--- src/rtl/owtr_pkg.sv ---
package owtr_pkg;

  localparam int unsigned CountW = 20;
  localparam int unsigned CfgIdxW = 3;
  localparam int unsigned CfgDataW = 20;

  localparam logic [CfgIdxW-1:0] CFG_RESET_LOW      = 3'd0;
  localparam logic [CfgIdxW-1:0] CFG_PRESENCE_WAIT  = 3'd1;
  localparam logic [CfgIdxW-1:0] CFG_RESET_RECOVERY = 3'd2;
  localparam logic [CfgIdxW-1:0] CFG_SLOT_START     = 3'd3;
  localparam logic [CfgIdxW-1:0] CFG_SLOT_LENGTH    = 3'd4;
  localparam logic [CfgIdxW-1:0] CFG_CONVERSION     = 3'd5;

  localparam logic [9:0]        RESET_LOW_DEF      = 10'd480;
  localparam logic [7:0]        PRESENCE_WAIT_DEF  = 8'd60;
  localparam logic [9:0]        RESET_RECOVERY_DEF = 10'd420;
  localparam logic [3:0]        SLOT_START_DEF     = 4'd2;
  localparam logic [7:0]        SLOT_LENGTH_DEF    = 8'd60;
  localparam logic [CountW-1:0] CONVERSION_DEF     = 20'd750000;

  localparam logic [7:0] CMD_SKIP_ROM = 8'hCC;
  localparam logic [7:0] CMD_CONVERT  = 8'h44;
  localparam logic [7:0] CMD_READ_PAD = 8'hBE;

  typedef enum logic [3:0] {
    PH_IDLE,
    PH_RST_LOW,
    PH_RST_WAIT,
    PH_RST_RECOV,
    PH_WR_START,
    PH_WR_DRIVE,
    PH_CONV,
    PH_RD_START,
    PH_RD_WAIT
  } phase_e;

  typedef enum logic [2:0] {
    STEP_PROBE,
    STEP_RESET_CONV,
    STEP_SKIP_CONV,
    STEP_CONVERT,
    STEP_WAITING,
    STEP_RESET_READ,
    STEP_SKIP_READ,
    STEP_READ_PAD
  } byte_step_e;

  typedef struct packed {
    logic               pull_low;
    logic               reading_valid;
    logic signed [15:0] temperature_sixteenths;
    logic               no_presence;
    logic               converting;
  } result_t;

endpackage

--- src/rtl/owtr_core.sv ---
module owtr_core (
  input  logic                          clk_i,
  input  logic                          rst_ni,
  input  logic                          step_i,
  input  logic                          line_level_i,
  input  logic                          start_request_i,
  input  logic                          cfg_we_i,
  input  logic [owtr_pkg::CfgIdxW-1:0]  cfg_index_i,
  input  logic [owtr_pkg::CfgDataW-1:0] cfg_data_i,
  output owtr_pkg::result_t             result_o
);
  import owtr_pkg::*;

  logic [9:0]        reset_low_q, reset_recovery_q;
  logic [7:0]        presence_wait_q, slot_length_q;
  logic [3:0]        slot_start_q;
  logic [CountW-1:0] conversion_q;

  phase_e            phase_q, phase_d;
  byte_step_e        step_q, step_d;
  logic [CountW-1:0] count_q, count_d, count_inc, dur;
  logic [2:0]        bit_pos_q, bit_pos_d;
  logic [7:0]        cmd_q, cmd_d, rd_q, rd_d, low_q, low_d, rd_now;
  logic              pres_q, pres_d, pres_now, high_q, high_d, done;

  always_ff @(posedge clk_i or negedge rst_ni) begin
    if (!rst_ni) begin
      reset_low_q      <= RESET_LOW_DEF;
      presence_wait_q  <= PRESENCE_WAIT_DEF;
      reset_recovery_q <= RESET_RECOVERY_DEF;
      slot_start_q     <= SLOT_START_DEF;
      slot_length_q    <= SLOT_LENGTH_DEF;
      conversion_q     <= CONVERSION_DEF;
    end else if (cfg_we_i) begin
      unique case (cfg_index_i)
        CFG_RESET_LOW:      reset_low_q      <= cfg_data_i[9:0];
        CFG_PRESENCE_WAIT:  presence_wait_q  <= cfg_data_i[7:0];
        CFG_RESET_RECOVERY: reset_recovery_q <= cfg_data_i[9:0];
        CFG_SLOT_START:     slot_start_q     <= cfg_data_i[3:0];
        CFG_SLOT_LENGTH:    slot_length_q    <= cfg_data_i[7:0];
        CFG_CONVERSION:     conversion_q     <= cfg_data_i;
        default: ;
      endcase
    end
  end

  always_ff @(posedge clk_i or negedge rst_ni) begin
    if (!rst_ni) begin
      phase_q   <= PH_IDLE;
      step_q    <= STEP_PROBE;
      count_q   <= '0;
      bit_pos_q <= '0;
      cmd_q     <= '0;
      rd_q      <= '0;
      low_q     <= '0;
      pres_q    <= 1'b0;
      high_q    <= 1'b0;
    end else if (step_i) begin
      phase_q   <= phase_d;
      step_q    <= step_d;
      count_q   <= count_d;
      bit_pos_q <= bit_pos_d;
      cmd_q     <= cmd_d;
      rd_q      <= rd_d;
      low_q     <= low_d;
      pres_q    <= pres_d;
      high_q    <= high_d;
    end
  end

  // interval length of the current phase
  always_comb begin
    unique case (phase_q)
      PH_RST_LOW:               dur = {{(CountW-10){1'b0}}, reset_low_q};
      PH_RST_WAIT:              dur = {{(CountW-8){1'b0}}, presence_wait_q};
      PH_RST_RECOV:             dur = {{(CountW-10){1'b0}}, reset_recovery_q};
      PH_WR_START, PH_RD_START: dur = {{(CountW-4){1'b0}}, slot_start_q};
      PH_WR_DRIVE, PH_RD_WAIT:  dur = {{(CountW-8){1'b0}}, slot_length_q};
      PH_CONV:                  dur = conversion_q;
      default:                  dur = '0;
    endcase
  end

  assign count_inc = count_q + {{(CountW-1){1'b0}}, 1'b1};
  assign done      = count_inc >= dur;
  assign pres_now  = (count_q == '0) ? line_level_i : pres_q;
  assign rd_now    = (count_q == '0) ? {line_level_i, rd_q[7:1]} : rd_q;

  always_comb begin
    phase_d   = phase_q;
    step_d    = step_q;
    count_d   = done ? '0 : count_inc;
    bit_pos_d = bit_pos_q;
    cmd_d     = cmd_q;
    rd_d      = rd_q;
    low_d     = low_q;
    pres_d    = pres_q;
    high_d    = high_q;
    result_o  = '0;

    unique case (phase_q)
      PH_IDLE: begin
        count_d = count_q;
        if (start_request_i) begin
          step_d  = STEP_PROBE;
          pres_d  = 1'b0;
          phase_d = PH_RST_LOW;
          count_d = '0;
        end
      end
      PH_RST_LOW: begin
        result_o.pull_low = 1'b1;
        if (done) phase_d = PH_RST_WAIT;
      end
      PH_RST_WAIT: begin
        if (done) phase_d = PH_RST_RECOV;
      end
      PH_RST_RECOV: begin
        pres_d = pres_now;
        if (done) begin
          priority if (step_q == STEP_PROBE) begin
            if (pres_now) begin
              result_o.no_presence = 1'b1;
              phase_d = PH_IDLE;
            end else begin
              step_d  = STEP_RESET_CONV;
              phase_d = PH_RST_LOW;
            end
          end else if (step_q == STEP_RESET_CONV) begin
            step_d    = STEP_SKIP_CONV;
            cmd_d     = CMD_SKIP_ROM;
            bit_pos_d = '0;
            phase_d   = PH_WR_START;
          end else begin
            step_d    = STEP_SKIP_READ;
            cmd_d     = CMD_SKIP_ROM;
            bit_pos_d = '0;
            phase_d   = PH_WR_START;
          end
        end
      end
      PH_WR_START: begin
        result_o.pull_low = 1'b1;
        if (done) phase_d = PH_WR_DRIVE;
      end
      PH_WR_DRIVE: begin
        result_o.pull_low = ~cmd_q[0];
        if (done) begin
          cmd_d     = {1'b0, cmd_q[7:1]};
          bit_pos_d = bit_pos_q + 3'd1;
          priority if (bit_pos_q != 3'd7) begin
            phase_d = PH_WR_START;
          end else if (step_q == STEP_SKIP_CONV) begin
            step_d    = STEP_CONVERT;
            cmd_d     = CMD_CONVERT;
            bit_pos_d = '0;
            phase_d   = PH_WR_START;
          end else if (step_q == STEP_CONVERT) begin
            step_d  = STEP_WAITING;
            phase_d = PH_CONV;
          end else if (step_q == STEP_SKIP_READ) begin
            step_d    = STEP_READ_PAD;
            cmd_d     = CMD_READ_PAD;
            bit_pos_d = '0;
            phase_d   = PH_WR_START;
          end else begin
            high_d    = 1'b0;
            rd_d      = '0;
            bit_pos_d = '0;
            phase_d   = PH_RD_START;
          end
        end
      end
      PH_CONV: begin
        result_o.converting = 1'b1;
        if (done) begin
          step_d  = STEP_RESET_READ;
          phase_d = PH_RST_LOW;
        end
      end
      PH_RD_START: begin
        result_o.pull_low = 1'b1;
        if (done) phase_d = PH_RD_WAIT;
      end
      PH_RD_WAIT: begin
        rd_d = rd_now;
        if (done) begin
          bit_pos_d = bit_pos_q + 3'd1;
          priority if (bit_pos_q != 3'd7) begin
            phase_d = PH_RD_START;
          end else if (!high_q) begin
            low_d   = rd_now;
            rd_d    = '0;
            high_d  = 1'b1;
            phase_d = PH_RD_START;
          end else begin
            result_o.reading_valid          = 1'b1;
            result_o.temperature_sixteenths = {rd_now, low_q};
            high_d  = 1'b0;
            step_d  = STEP_PROBE;
            phase_d = PH_IDLE;
          end
        end
      end
      default: begin
        phase_d = PH_IDLE;
        count_d = '0;
      end
    endcase
  end

  assert property (@(posedge clk_i) disable iff (!rst_ni)
    result_o.converting |-> phase_q == PH_CONV)
    else $error("converting flag outside conversion wait");

  assert property (@(posedge clk_i) disable iff (!rst_ni)
    result_o.reading_valid |-> !result_o.pull_low && high_q)
    else $error("reading delivered outside second byte");

  assert property (@(posedge clk_i) disable iff (!rst_ni)
    step_i && phase_q == PH_IDLE && !start_request_i |=> phase_q == PH_IDLE)
    else $error("left idle without a start request");

endmodule

--- src/rtl/one_wire_temperature_reader.sv ---
// a result is formed from the accepted tick and registered in the output or skid entry
// throughput: one tick per cycle, limited only by output stall through a two-entry buffer
// every tick gives exactly one result; timing is counted in accepted ticks
// reset: asynchronous, active low; master returns to idle, counters and shifts clear,
// timing registers return to their default values
module one_wire_temperature_reader (
  input  logic                          clk_i,
  input  logic                          rst_ni,
  input  logic                          in_valid_i,
  output logic                          in_stall_o,
  input  logic                          line_level_i,
  input  logic                          start_request_i,
  output logic                          out_valid_o,
  input  logic                          out_stall_i,
  output logic                          pull_low_o,
  output logic                          reading_valid_o,
  output logic signed [15:0]            temperature_sixteenths_o,
  output logic                          no_presence_o,
  output logic                          converting_o,
  input  logic                          cfg_valid_i,
  output logic                          cfg_ready_o,
  input  logic [owtr_pkg::CfgIdxW-1:0]  cfg_index_i,
  input  logic [owtr_pkg::CfgDataW-1:0] cfg_data_i
);
  import owtr_pkg::*;

  result_t res, out_q, skid_q;
  logic    out_valid_q, skid_valid_q, accept, load_out;

  assign cfg_ready_o = 1'b1;
  assign in_stall_o  = skid_valid_q;
  assign accept      = in_valid_i & ~skid_valid_q;
  assign load_out    = ~out_valid_q | ~out_stall_i;

  owtr_core u_core (
    .clk_i,
    .rst_ni,
    .step_i          (accept),
    .line_level_i,
    .start_request_i,
    .cfg_we_i        (cfg_valid_i),
    .cfg_index_i,
    .cfg_data_i,
    .result_o        (res)
  );

  always_ff @(posedge clk_i or negedge rst_ni) begin
    if (!rst_ni) begin
      out_valid_q  <= 1'b0;
      skid_valid_q <= 1'b0;
    end else if (load_out) begin
      out_valid_q  <= skid_valid_q | accept;
      skid_valid_q <= 1'b0;
    end else if (accept) begin
      skid_valid_q <= 1'b1;
    end
  end

  always_ff @(posedge clk_i) begin
    if (load_out) begin
      out_q <= skid_valid_q ? skid_q : res;
    end else if (accept) begin
      skid_q <= res;
    end
  end

  assign out_valid_o              = out_valid_q;
  assign pull_low_o               = out_q.pull_low;
  assign reading_valid_o          = out_q.reading_valid;
  assign temperature_sixteenths_o = out_q.temperature_sixteenths;
  assign no_presence_o            = out_q.no_presence;
  assign converting_o             = out_q.converting;

  assert property (@(posedge clk_i) disable iff (!rst_ni)
    skid_valid_q |-> out_valid_q)
    else $error("skid entry held without output entry");

  assert property (@(posedge clk_i) disable iff (!rst_ni)
    accept |=> out_valid_q)
    else $error("accepted request lost");

  assert property (@(posedge clk_i) disable iff (!rst_ni)
    out_valid_q |-> !(out_q.reading_valid && out_q.no_presence))
    else $error("reading and missing presence in one result");

endmodule
--- config.mk ---
export PLATFORM = sky130hd
export DESIGN_NAME = one_wire_temperature_reader
export DESIGN_NICKNAME = d
export VERILOG_FILES = /design/src/rtl/owtr_pkg.sv /design/src/rtl/owtr_core.sv /design/src/rtl/one_wire_temperature_reader.sv
export SDC_FILE = /design/constraint.sdc
export NUM_CORES = 1
export LEC_CHECK = 0
export BUFFER_PORTS_ARGS = -buffer_cell sky130_fd_sc_hd__buf_2
export CAP_MARGIN = 20
export CORE_ASPECT_RATIO = 0.75
export CORE_UTILIZATION = 50
export CTS_CLUSTER_SIZE = 40
export DETAILED_ROUTE_END_ITERATION = 6
export PLACE_DENSITY = 0.68
export SLEW_MARGIN = 20
export SYNTH_ARGS = -nofsm -noshare
export SYNTH_HDL_FRONTEND = slang
export SYNTH_SLANG_ARGS = --single-unit
--- constraint.sdc ---
create_clock -name clk_i -period 4.8 [get_ports clk_i]
set_clock_uncertainty 0.05 [all_clocks]
set_input_delay 0.96 -clock clk_i [delete_from_list [all_inputs] [get_ports clk_i]]
set_output_delay 0.96 -clock clk_i [all_outputs]
set_load 0.02 [all_outputs]
# Word level (Yosys, flattened, before mapping)
# Index checks and enable logic that the tools add are counted.
# word_totals
ff_bits,158
out_inout_bits,23
wordCells,194
# classes
add_sub_neg,2
order_cmp,1
eq_ne,36
muxes,88
bitwise,10
n_reduce_logical,30
# ops
cell,count
two-way mux 8 bit,16
one-hot mux 20 bit (6 select lines),1
two-way mux 3 bit,23
two-way mux 17 bit,4
two-way mux 20 bit,3
two-way mux 4 bit,13
one-hot mux 20 bit (2 select lines),1
one-hot mux 4 bit (9 select lines),1
one-hot mux 8 bit (2 select lines),2
"adder 20 x 1 -> 20 bit, second input constant",1
>= comparator 20 bit,1
logical NOT 20 bit,1
two-way mux 1 bit,18
"!= test 2 x 1 -> 1 bit, second input constant",9
"== test 4 x 3 -> 1 bit, second input constant",4
AND reduction 2 bit,8
one-hot mux 3 bit (5 select lines),1
"!= test 2 bit, second input constant",7
"== test 3 x 2 -> 1 bit, second input constant",4
AND reduction 12 bit,1
AND reduction 10 bit,1
AND reduction 5 bit,2
"== test 3 bit, second input constant",3
one-hot mux 3 bit (3 select lines),1
other kinds (24),41

# Depth between registers and ports, before layout
# Gate-level depths: netlist of run 1.
# depth
word_depth,7
mapped_depth,18

# Hierarchy
# A second synthesis of run 1 with hierarchy kept.
# unflattened
hier_cells,704
area_unflattened_um2,8087.8
# by_module_without_submodules
mod,instances,cells_each,area_each_um2,seq_area_each_um2
owtr_core,1,632,6458.7,2936.6
one_wire_temperature_reader,1,72,1629.1,1251.2

# Least setup slack after synthesis of run 1
# OpenSTA, ideal clock, no wires.
# synth_timing
path_type,register -> register
start,register u_core.count_q[0]
end,register out_q (netlist bit temperature_sixteenths_o[14]) (data pin)
setup_time_ns,0.269
t_arrival_ns,3.745
required_ns,4.481
slack_ns,0.735
stages_incl_launch_ff,17
synth_period_minus_slack_ns,4.065
path_cell_list,dfrtp_1 -> ha_1 -> nand3_1 -> or2_0 -> clkbuf_1 -> or3_1 -> or2_2 -> xnor2_1 -> ha_1 -> nand4_1 -> a21oi_1 -> a2111o_1 -> clkbuf_1 -> or2_2 -> nand4_1 -> buf_2 -> o31ai_1
# synth_via
elab_chain_len,7
word_cells_on_any_way,9
classes_between,1 x add/sub; 1 x order compare; 6 x mux; 1 x reduce/logical
# synth_rtl
element,line_no,text
"start, declared",owtr_core.sv:21,"logic [CountW-1:0] count_q, count_d, count_inc, dur;"
"start signal, assigned",owtr_core.sv:61,count_q <= count_d;
branches (longest 4 deep; another with adder 20 x 1 -> 20 bit),n/a,
two-way mux 17 bit (*),owtr_core.sv:187,if (done) begin
two-way mux 17 bit (*),owtr_core.sv:101,unique case (phase_q)
two-way mux 20 bit (*),one_wire_temperature_reader.sv:61,out_q <= skid_valid_q ? skid_q : res;
"end signal, assigned",one_wire_temperature_reader.sv:61,
"end, declared",one_wire_temperature_reader.sv:27,"result_t res, out_q, skid_q;"
# Every way passes the cells marked *.
# A chain may end at the register's enable or synchronous reset.

# Worst setup path after layout of run 1
# layout_timing
start,register u_core.count_q[0]
end,register out_q (netlist bit temperature_sixteenths_o[11]) (data pin)
# Same word-level chain as after synthesis.

==> results of run 1 <==
-- cell usage in the layout, fill, tap and decap left out, drive strengths merged, types with 21 or more instances in the layout --
cell type / instances
nor2: 48
nand3: 21
buf: 68
o21ai: 37
a21oi: 31
nand2: 86
clkbuf: 22
dfstp: 27
mux2: 68
dfrtp: 91
ha: 24
o31ai: 24
edfxtp: 40
-- state kept, by name, summed over array words and instances, names as in the netlist, 10 cells and up --
name                      count
u_core.count_q               20
u_core.reset_low_q           10
u_core.conversion_q          20
temperature_sixteenths_o     16
skid_q                       20
u_core.reset_recovery_q      10
-- synthesized netlist by cell type (8+ instances only) --
cell and number:
mux2_2 68, dfstp_2 27, edfxtp_1 40, nand3_1 21
mux2i_1 9, a21oi_1 31, nand2_1 86, inv_1 17
nor2_1 48, a22oi_1 12, nand2b_1 9, dfrtp_1 91
ha_1 24, o21ai_0 36, xnor2_1 12, a22o_1 14
clkbuf_1 28, o31ai_1 23, xor2_1 8, nor2b_1 8
or3_1 8, buf_2 8
-- path summary, 6_finish.rpt --
check | startpoint | end | slack [ns]
worst min-delay path | u_core.low_q[4] | u_core.low_q[4] | 0.43
worst max-delay path | u_core.count_q[0] | temperature_sixteenths_o[11] | 0.39
min in group asynchronous | rst_ni | u_core.conversion_q[15] | 0.54
worst min register to register | u_core.low_q[4] | u_core.low_q[4] | 0.43
max in group asynchronous | rst_ni | u_core.presence_wait_q[2] | 3.17
worst max register to register | u_core.count_q[0] | temperature_sixteenths_o[11] | 0.39
-- timing repair --
action / CTS / global route
setup buffers: 0 / 0
endpoints found under the setup margin: 0 / 8
gates resized for setup: 0 / 1
-- metal layers --
| metal | vias to the layer above | wire length [um] | GRT usage |
|---|---|---|---|
| met4 | 0 | 304 | 0.08179 |
| met5 | - | 0 | 0 |
| met1 | 2857 | 8408 | 0.3353 |
| met3 | 28 | 946 | 0.06214 |
| li1 | 2725 | - | - |
| met2 | 164 | 7824 | 0.3352 |
-- cell families (layout without fill, tap and decap cells) --
kind of cell	count (synthesis)	count (layout)	share of synthesized area
AND/OR/NAND/NOR	221	221	0.1325
multiplexers	77	77	0.1079
adder cells (fa/ha/maj)	24	24	0.03786
flip-flops	158	158	0.5280
XOR/XNOR	20	20	0.02209
buffers and inverters	58	117	0.03013
other	1	1	0.0004728
AO/OA/AOI/OAI	160	160	0.1410
-- worst reg2reg max path, delay by kind of cell (launching register included) --
family,cells,cell delay [ns]
buffers and inverters,1,0.33
adders and majority gates,2,0.56
xor gates and xnor gates,1,0.14
AOI/OAI and AO/OA,3,0.66
and+or+nand+nor,7,1.96
DFF,1,0.45
-- power by group through the flow --
stage	clock, W	sequential [W]	combinational (W)
after floorplan	0	0.00180	0.00104
after global placement	0	0.00185	0.00132
after detailed placement	0	0.00187	0.00136
after CTS	0.00129	0.00185	0.00137
after global routing	0.00135	0.00189	0.00153
final	0.00127	0.00185	0.00138
-- layout make-up --
cell class / count / area share
flip-flops and latches: 158 / 0.4675
multi-input cells: 503 / 0.3929
clock buffers: 22 / 0.05071
repair buffers: 68 / 0.04302
well taps: 205 / 0.02864
clock inverters: 10 / 0.01006
inverters: 17 / 0.007124
-- per-stage QoR --
step | hold slack, ns | utilization
floorplan | 0.3992 | -
global placement | 0.4121 | 0.5467
detailed placement | 0.4224 | 0.5467
CTS | 0.4377 | 0.5821
global route | 0.4615 | 0.5827
finish | 0.4340 | 0.5827
==> impl_metrics.csv, run 1 <==
group,metric,value,unit
status,run_status,"finished, final reports clean",
critical_path,cp.depth,14,
floorplan,start_util,0.5160,
clock_network,clkLatencyLatePin,0.43,ns
job,max_cap_violations,0,
finish,finish.net_count,819,
grt,first_global_vias,5678,
detailed_routing,drt_pass1_iterations,6,
sta,grt_setup_unrepaired,"no",
power_and_ir_drop,power.total,0.004511,W
detailed_routing,overall_via_count_from_detail_route,5774,
sta,fin_tns_setup,0,ns
clock_network,cts-root-buf,"clkbuf_16",
power_and_ir_drop,logic_gate_share_of_total_power,0.307,
power_and_ir_drop,pwr-share-seq,0.411,
sta,fin_crit_sh,0.9179,
detailed_routing,dr.first_iter.drc_count,492,
synthesis,async_flop_share,0.7468,
clock_network,htree_num_levels,4,
floorplan,die_area,16380,um2
critical_path,endpoint_kind,"flip-flop",
finish,final.fill_count,1302,
clock_network,clock_sink_count,158,
clock_network,cts_tree,"built",
finish,flow.area_growth_from_synthesis,12.94,%
critical_path,reg2reg_depth,14,
sta,maxSlewViolCount,0,
floorplan,coreArea,15370,um2
grt,grt_start_max_net_pins,59,
sta,slew-limit-headroom,0.3533,
detailed_routing,route.detailed.vias_per_inst,5.874,
clock_network,tritoncts.num_buffers,17,
critical_path,arrival,4.52,ns
place,globalplace.congestion,0.8752,
finish,final_design_area_no_fill,8957,um2
detailed_routing,wire_per_inst,17.79,um
finish,final-seq-area,4188,um2
power_and_ir_drop,power.density_cell_area,503.6,nW/um2
grt,grt_pass1_wl,29.56,mm
place,number_of_placed_instances_with_taps_included,951,
sta,post-route-min-period,4.406,ns
critical_path,crit_slowest_cell,"or3_1",
synthesis,mappedNetlistArea,7931,um2
detailed_routing,detail_route.wirelength,17.48,mm
grt,grt_util_all_layers,0.2321,
finish,multi_input_comb_area,3520,um2
synthesis,post_synth_num_cell_types,67,
min_path,min_path_type,"reg2reg",
power_and_ir_drop,vdd_ir_drop_max,252.9,uV
finish,drive_gt1_frac,0.2622,
grt,grt_antenna_before_repair,0,
place,place.port_buffers,51,
sta,setup_slack,0.3940,ns
critical_path,critical_path.startpoint_type,"flip-flop",
clock_network,cts_max_path_buffers,2,
critical_path,worst_path_largest_cell_delay,0.49,ns
grt,gr-total-overflow,0,
synthesis,synth_flop_cell,"dfrtp_1",
detailed_routing,ant_nets,0,
clock_network,ctsHoldBuffers,0,
floorplan,die_w,147.4,um
floorplan,die_height,111.1,um
floorplan,floorplan.rows,39,
power_and_ir_drop,leakage,3.733,nW
synthesis,synth.yosys.seq_area_share,0.5280,
synthesis,synthTopCellsByArea,"dfrtp_1 29%, edfxtp_1 15%, mux2_2 9.7%",
power_and_ir_drop,switching_power,0.001547,W
sta,number_of_failing_setup_endpoints_in_the_final_timing_report,0,
critical_path,critical_path.n_buffers_inverters,1,
synthesis,synth_register_bits,158,
detailed_routing,detail_route.drc_violations,0,
floorplan,floorplan.io_pins,53,
finish,inserted_diodes,0,
synthesis,syn_inst,719,
critical_path,criticalPathCategory,"reg2reg",
place,place_hpwl,12.04,mm
power_and_ir_drop,sw_frac_of_total,0.3429,
finish,final-instance-count-excl-fill,983,
sta,transition_time_of_the_tightest_slew_check_pin,0.9678,ns
synthesis,synth_enable_flop_cells,40,
critical_path,cp_cell_sequence,"ha_1, nand3_1, or2_0, or3_1, or2_2, xnor2_1, ha_1, nand4_1, a21oi_1, a2111o_1, or2_2, nand4_1, buf_4, o31ai_1",
clock_network,path_clk_slew,0.06,ns
synthesis,net_count_after_synthesis,773,
critical_path,worstPathMaxFanout,34,
place,preCtsSetupSlack,0.3455,ns
sta,hold_violations,0,
power_and_ir_drop,pwr-share-clk,0.282,
sta,max_freq,0.2270,GHz
synthesis,synth_top_cell_by_area,"dfrtp_1",
synthesis,post_synth.cell_area_avg,11.03,um2
critical_path,timing.critical_path.required,4.91,ns
critical_path,cpLargestDelayFamily,"simple AND/OR/NAND/NOR gates",
min_path,whs_path_depth,2,
synthesis,synth_largest_type_area_fraction,0.2871,
power_and_ir_drop,power_report.internal_total,0.002964,W
synthesis,yosys_warnings,0,
place,dpl-instance-area,8403,um2
Note: power is estimated with default switching activity, not from simulation.
==> inputs of run 2 (changes only) <==
--- a/config.mk
+++ b/config.mk
@@ -11,7 +11,7 @@
 export CORE_UTILIZATION = 50
 export CTS_CLUSTER_SIZE = 40
 export DETAILED_ROUTE_END_ITERATION = 6
-export PLACE_DENSITY = 0.68
+export PLACE_DENSITY_LB_ADDON = 0.08
 export SLEW_MARGIN = 20
 export SYNTH_ARGS = -nofsm -noshare
 export SYNTH_HDL_FRONTEND = slang
==> run 2 against run 1 <==
Count of clock-buffer cells in the layout down 1. Register-to-register slack worse by 0.04 ns. Non-clock buffer count up 4. Cell count up 0.41%. Critical endpoint is now temperature_sixteenths_o[5]. Highest routed layer unchanged.
==> impl_metrics.csv, run 2 (same netlist as run 1, synthesis figures left out) <==
group,metric,value,unit
grt,grt_antenna_before_repair,0,
clock_network,cts_tree,"built",
floorplan,start_util,0.5160,
floorplan,die_height,111.1,um
critical_path,worstPathMaxFanout,34,
sta,hold_violations,0,
detailed_routing,detail_route.drc_violations,0,
clock_network,cts.repair.resized,0,
finish,inserted_diodes,0,
critical_path,arrival,4.54,ns
sta,number_of_failing_setup_endpoints_in_the_final_timing_report,0,
sta,maxSlewViolCount,0,
finish,drive_gt1_frac,0.2596,
clock_network,clock_sink_count,158,
clock_network,cts-root-buf,"clkbuf_16",
clock_network,htree_num_levels,4,
power_and_ir_drop,vdd_ir_drop_max,309.0,uV
sta,post-route-min-period,4.448,ns
detailed_routing,dr.first_iter.drc_count,507,
detailed_routing,wire_per_inst,17.57,um
finish,mostFrequentLayoutCells,"91 x dfrtp_1, 86 x nand2_1, 68 x mux2_2",
critical_path,critical_path.startpoint_type,"flip-flop",
grt,globalRouteMet3Util,0.06255,
critical_path,cp_cell_sequence,"ha_1, nand3_1, or2_0, or3_1, or2_2, xnor2_1, ha_1, nand4_1, a21oi_1, a2111o_1, or2_2, nand4_1, buf_4, o31ai_1",
critical_path,timing.critical_path.required,4.90,ns
finish,largest_registers,"skid_q (20), u_core.conversion_q (20), u_core.count_q (20)",
power_and_ir_drop,power.density_cell_area,500.6,nW/um2
finish,final_design_area_no_fill,8961,um2
clock_network,path_clk_slew,0.06,ns
place,dpl-instance-area,8428,um2
critical_path,critical_path.n_buffers_inverters,1,
sta,fin_tns_setup,0,ns
detailed_routing,route.detailed.vias_per_inst,5.737,
grt,grt_util_all_layers,0.2281,
place,globalplace.congestion,0.8645,
grt,grt_start_max_net_pins,49,
min_path,min_path_type,"in2async",
critical_path,criticalPathCategory,"reg2reg",
sta,transition_time_of_the_tightest_slew_check_pin,1.081,ns
finish,most_frequent_standard_cell_in_the_layout_excluding_fill_and_tap_cells,"dfrtp_1",
finish,final.fill_count,1286,
place,place_hpwl,12.21,mm
floorplan,floorplan.io_pins,53,
grt,grt_util_met2,0.3409,
sta,fin_crit_sh,0.9267,
finish,finish.net_count,823,
power_and_ir_drop,leakage,3.730,nW
critical_path,crit_slowest_cell,"a2111o_1",
floorplan,die_area,16380,um2
clock_network,cts_max_path_buffers,2,
grt,busiest_layer,"met2",
detailed_routing,drt_pass1_iterations,7,
floorplan,floorplan.rows,39,
grt,grt.met1_usage,0.3272,
floorplan,die_w,147.4,um
clock_network,tritoncts.num_buffers,17,
clock_network,cts_post_setup_buffers_inserted,0,
floorplan,coreArea,15370,um2
clock_network,ctsHoldBuffers,0,
critical_path,endpoint_kind,"flip-flop",
status,run_status,"finished, final reports clean",
grt,grt_pass1_wl,29.23,mm
sta,max_freq,0.2248,GHz
critical_path,worst_path_largest_cell_delay,0.51,ns
detailed_routing,ant_nets,0,
detailed_routing,detail_route.wirelength,17.34,mm
detailed_routing,overall_via_count_from_detail_route,5662,
sta,grt_setup_unrepaired,"no",
place,place.port_buffers,51,
job,max_cap_violations,0,
clock_network,clkLatencyLatePin,0.42,ns
grt,gr-total-overflow,0,
sta,slew-limit-headroom,0.2774,
finish,flow.area_growth_from_synthesis,12.98,%
critical_path,cpLargestDelayFamily,"simple AND/OR/NAND/NOR gates",
finish,fin_util,0.5830,
grt,first_global_vias,5732,
run 2: cell count changes in the layout (fill, tap and decap cells not counted), sizes merged:
cell / delta
clkinv: -1
buf: +4
clkbuf: -1
inv: -1
clkinvlp: +3
run 2: metrics by stage:
stage / setup WS [ns] / hold WS, ns / power (W) / cells
global placement: 0.5433 / 0.4126 / 0.003211 / 955
global route: 0.07299 / 0.4154 / 0.004754 / 987
detailed placement: 0.3834 / 0.4258 / 0.003249 / 955
floorplan: 0.7352 / 0.3992 / 0.002842 / 719
finish: 0.3520 / 0.4060 / 0.004486 / 987
CTS: 0.3632 / 0.4058 / 0.004495 / 987
run 2: path summary, 6_finish.rpt:
path	startpoint	cells after the start	slack (ns)	end
worst max register to register	u_core.count_q[0]	14	0.35	temperature_sixteenths_o[5]
worst max-delay path	u_core.count_q[0]	14	0.35	temperature_sixteenths_o[5]
worst min-delay path	rst_ni	1	0.41	u_core.conversion_q[15]
min in group clk_i	u_core.low_q[0]	2	0.43	u_core.low_q[0]
worst min register to register	u_core.low_q[0]	2	0.43	u_core.low_q[0]
max in group asynchronous	rst_ni	2	3.34	u_core.cmd_q[3]
run 2: per-layer routing:
metal  up-vias  wire length (um)
li1       2744                 -
met1      2768              8709
met2       137              7625
met3        13               839
met4         0               170
met5         -                 0
run 2: cell type report:
cell class | count | area (um2) | area share
Clock buffer | 21 | 440.4 | 0.04915
Clock inverter | 11 | 92.59 | 0.01033
Inverter | 17 | 63.81 | 0.007121
Multi-Input combinational cell | 503 | 3505 | 0.3911
Sequential cell | 158 | 4188 | 0.4673
Tap cell | 205 | 256.5 | 0.02862
Timing Repair Buffer | 72 | 415.4 | 0.04636
run 2: worst register-to-register path: cells and delay by family, from the launching register on:
family                     cells  cell delay [ns]
AOI/OAI and AO/OA              3             0.73
xor gates and xnor gates       1             0.14
adders and majority gates      2             0.57
buffers and inverters          1             0.33
DFF                            1             0.44
and+or+nand+nor                7             1.94
run 2: power by group:
group          switching, W  total, W  internal, W
Clock              0.000533   0.00124     0.000709
Combinational      0.000797   0.00141     0.000614
Sequential         0.000185   0.00183      0.00165
